`src/hdl/nlmsnc_div.sv`:
```
// ---------------------------------------------------------------------------
// nlmsnc_div
// Radix-2 restoring divider, signed numerator over positive denominator,
// quotient rounded towards minus infinity. One quotient bit per cycle.
// ---------------------------------------------------------------------------
`default_nettype none

module nlmsnc_div #(
   parameter int NumW = 64,
   parameter int DenW = 40
) (
   input  wire logic                   clock,
   input  wire logic                   reset,
   input  wire logic                   start,
   input  wire logic signed [NumW-1:0] numer,
   input  wire logic [DenW-1:0]        denom,
   output      logic                   done,
   output      logic signed [NumW-1:0] quot
);

   localparam int CNT_W = $clog2(NumW + 1);

   logic [NumW-1:0]  mag_ff, mag_in;
   logic [DenW-1:0]  rem_ff, rem_in;
   logic [DenW-1:0]  den_ff;
   logic             neg_ff;
   logic [CNT_W-1:0] cnt_ff;
   logic             busy_ff, done_ff;
   logic [DenW:0]    rem_sh;

   always_comb begin
      rem_sh = {rem_ff, mag_ff[NumW-1]};
      if (rem_sh >= {1'b0, den_ff}) begin
         rem_in = DenW'(rem_sh - {1'b0, den_ff});
         mag_in = {mag_ff[NumW-2:0], 1'b1};
      end else begin
         rem_in = rem_sh[DenW-1:0];
         mag_in = {mag_ff[NumW-2:0], 1'b0};
      end
   end

   always_ff @(posedge clock) begin
      if (reset) begin
         busy_ff <= 1'b0;
         done_ff <= 1'b0;
         cnt_ff  <= '0;
      end else begin
         done_ff <= 1'b0;
         if (start) begin
            busy_ff <= 1'b1;
            cnt_ff  <= '0;
         end else if (busy_ff) begin
            cnt_ff <= cnt_ff + 1'b1;
            if (cnt_ff == CNT_W'(NumW - 1)) begin
               busy_ff <= 1'b0;
               done_ff <= 1'b1;
            end
         end
      end
   end

   always_ff @(posedge clock) begin
      if (start) begin
         mag_ff <= numer[NumW-1] ? unsigned'(-numer) : unsigned'(numer);
         neg_ff <= numer[NumW-1];
         den_ff <= denom;
         rem_ff <= '0;
      end else if (busy_ff) begin
         mag_ff <= mag_in;
         rem_ff <= rem_in;
      end
   end

   // A negative quotient with a remainder steps one further down: -(q+1) = ~q.
   always_comb begin
      if (!neg_ff) begin
         quot = signed'(mag_ff);
      end else if (rem_ff != '0) begin
         quot = signed'(~mag_ff);
      end else begin
         quot = -signed'(mag_ff);
      end
   end

   assign done = done_ff;

endmodule

`default_nettype wire

```
`config.mk`:
```
export PLATFORM = sky130hd
export DESIGN_NAME = nlmsnc_div
export DESIGN_NICKNAME = d
export VERILOG_FILES = /design/src/hdl/nlmsnc_div.sv
export SDC_FILE = /design/constraint.sdc
export NUM_CORES = 1
export LEC_CHECK = 0
export ABC_CLOCK_PERIOD_IN_PS = 5400
export BUFFER_PORTS_ARGS = -buffer_cell sky130_fd_sc_hd__buf_2
export CORE_UTILIZATION = 59
export CTS_CLUSTER_SIZE = 40
export DETAILED_ROUTE_END_ITERATION = 12
export GPL_TIMING_DRIVEN = 0
export PLACE_DENSITY = 0.82
export SLEW_MARGIN = 20
export SYNTH_ARGS = -nofsm -noshare
export SYNTH_HDL_FRONTEND = slang
export SYNTH_SLANG_ARGS = --single-unit
export TNS_END_PERCENT = 50
```
`constraint.sdc`:
```
create_clock -name clock -period 5.4 [get_ports clock]
set_input_delay 1.62 -clock clock [delete_from_list [all_inputs] [get_ports clock]]
set_output_delay 1.62 -clock clock [all_outputs]
set_load 0.005 [all_outputs]
```
==> metrics <==
CP Capture Type output port; clock tree buffer depth 2; total track usage about a third; Setup Skew roughly 11 ps; R2R setup slack between 1000 and 1500 ps; most common cell in the netlist nor2_1; post-synth design cell area ~11,000 µm²; crit start category register; die height about 140 µm; Slew headroom a little over a third; GRT overflow 0; Final TNS setup -18.66 ps; DP HPWL between 20 and 30 mm; post-synth top area cell edfxtp_1; hold wc startpoint cnt_ff[6]$_SDFFE_PP0P_; Tightest Pin Transition a little under 1000 ps; Routed Antenna Nets 0; Area growth syn-to-layout 18.59%; Final Net Count 1,667; DRC viols 0; status finished, violations left; Buffers on Ports around 170; Vias roughly 11,000; Syn Nets 1,458; CTS tree done; global placement routability congestion 0.9960; post-synthesis cell type count 65; Max Freq between 0.15 and 0.2 GHz; num rows 50; Pwr Total approximately 3.9 mW; Commonest cells post-synth 132 x nor2_1, 116 x a21oi_1, 105 x edfxtp_1; Max FO, Critical Path 5; number of synthesized flops with an enable pin about 110; worst r2r path cells 12; violated checks negative setup slack; final worst slack -10.36 ps; Syn Inst Count around 1,300; PwrDens 287.8 nW/µm²; Fin. Hold Viols 0; Worst R2R Start rem_ff[17]$_SDFFE_PP0P_; synth warn 0; Setup-failing EPs final 2; DP Area roughly 13,000 µm²; Post-synth ARST share 0%; placed insts 1,713; kind of critical path register to output port; leak pwr 5.264 nW; synthesized flop and latch total about 150; vias in the first global route between 10,000 and 15,000; MaxCap Viol Count 0; worst skew pair latency approximately 440 ps; critical path required time roughly 3800 ps; synthesized area per cell ~8.7 µm²; clock sink total roughly 150; final WL 34.68 mm; pre-CTS setup slack -241.3 ps; WP data arrival 3790 ps; end of the worst register-to-register path rem_ff[19]$_SDFFE_PP0P_; first-pass GRT wire length between 50 and 60 mm; Die X around 140 µm; drt pass-1 iters 8; multi-input logic area 6837 µm²; share of cells above drive strength 1 roughly 18%; I/O pins about 170; Worst-path clk slew ~70 ps; Total Die Area 19,770 µm²; DRT iter0 DRCs 1,261; fill count about 1,400; RSZ-0062 raised after global routing true; top cells by area, synth edfxtp_1 28%, dfxtp_1 8.7%, xnor2_1 7.0%; post-synthesis sequential area ratio 36.47%; post-layout min period 5410 ps; Hold Path Depth 2; largest net degree at the start of global routing between 50 and 60; Finished Layout Cells ~1,800; antenna violations before repair 0; Routed WL per cell just under 20 µm; post-synth top area share between 20% and 30%; H-tree levels 4; CTS Buf Count 17; Root Driver clkbuf_16; Slew Limit Fails 0; ys flop type edfxtp_1; fin crit share 100.2%; worst vdd ir 0.0002441 V; WHS Endpoint cnt_ff[6]$_SDFFE_PP0P_; register area 4134 µm²; CORE AREA about 19,000 µm²; Initial Util between 60 and 70%; final instance area around 13,000 µm²; Via density about 6.4; Hold/Removal Path Class register to register
## cells in the final DEF (no fill, tap or decap), types with 7 or more instances in the layout
cell type / instances
a31oi_1: 12
mux2i_1: 28
or2_2: 9
nor3_1: 22
o31ai_1: 33
buf_2: 173
nand2_1: 88
inv_1: 71
o21ai_0: 69
or4_4: 7
clkbuf_1: 66
buf_4: 22
or3_1: 23
nand2b_1: 13
xnor2_1: 90
o211ai_1: 7
edfxtp_1: 105
mux2_2: 8
nand4_1: 22
dfxtp_1: 49
o21bai_1: 10
a21oi_1: 116
a21o_1: 17
a311oi_1: 8
nand3_1: 21
nor2_1: 132
o41ai_1: 21
ha_1: 43
or4_1: 13
clkbuf_16: 17
a211oi_1: 31
xor2_1: 64
nor4_1: 13
## sequential cells by signal, summed over array words and instances (netlist names)
signal and flops:
done 1, rem_ff 40, den_ff 40, neg_ff 1, mag_ff 64, busy_ff 1
cnt_ff 7
## how the worst max path moves through the flow
stage / cells after the start / to / startpoint
after floorplan: 9 / quot[63] / mag_ff[42]$_DFFE_PP_
after global placement: 5 / mag_ff[25]$_DFFE_PP_ / start
after detailed placement: 11 / quot[42] / rem_ff[8]$_SDFFE_PP0P_
after CTS: 9 / quot[63] / mag_ff[39]$_DFFE_PP_
after global routing: 9 / quot[57] / mag_ff[24]$_DFFE_PP_
final: 9 / quot[57] / mag_ff[24]$_DFFE_PP_
## metrics by stage
stage | util [%] | hold WS (ps)
after CTS | 70.80 | 513.5
final | 71.63 | 514.7
after detailed placement | 66.69 | 501.1
after global placement | 66.52 | 472.5
after floorplan | - | 454.1
after global routing | 71.61 | 531.9
## worst max-delay path, cell delays in order, from the launching register on
cell and delay, ps:
edfxtp_1 440, or4_4 560, or4_4 460, nor4_2 220
nand2_1 150, or4_4 600, or3_4 380, o31ai_4 250
xnor2_1 140, buf_2 130
## kinds of logic (layout without fill, tap and decap cells)
family / count (synthesis) / in the layout / share of synthesized area, %
buffers and inverters: 144 / 366 / 4.801
AO/OA/AOI/OAI: 365 / 365 / 20.66
other: 0 / 1 / 0
AND/OR/NAND/NOR: 409 / 409 / 17.90
XOR/XNOR: 155 / 155 / 11.98
multiplexers: 36 / 36 / 3.267
adder cells (fa/ha/maj): 44 / 44 / 4.923
flip-flops: 154 / 154 / 36.47
## report_power, final
part           leakage [nW]  switching [mW]  internal [mW]
logic                  3.54           0.652          0.465
clock network         0.292           0.481          0.758
registers              1.43           0.121           1.39
## area by class of cell
class	count	area share [%]
clock buffers	23	3.555
multi-input cells	1009	50.86
well taps	234	2.178
flip-flops and latches	154	30.75
plain buffers	69	1.973
inverters	72	2.029
diodes	1	0.01862
repair buffers	193	7.744
clock inverters	9	0.8935
## routing by layer
metal | vias up | global-route usage [%] | wire (µm)
met5 | - | 0 | 0
met2 | 634 | 58.73 | 16480
li1 | 5234 | - | -
met1 | 5254 | 43.52 | 13680
met4 | 0 | 15.68 | 1475
met3 | 140 | 6.760 | 3044
## what timing repair did
item                                    CTS  global route
setup buffers                            13             8
gates resized for setup                  17            17
endpoints found under the setup margin   25            19
pin swaps                                10             9
hold buffers                              0             0
(Power assumes the default switching activity.)
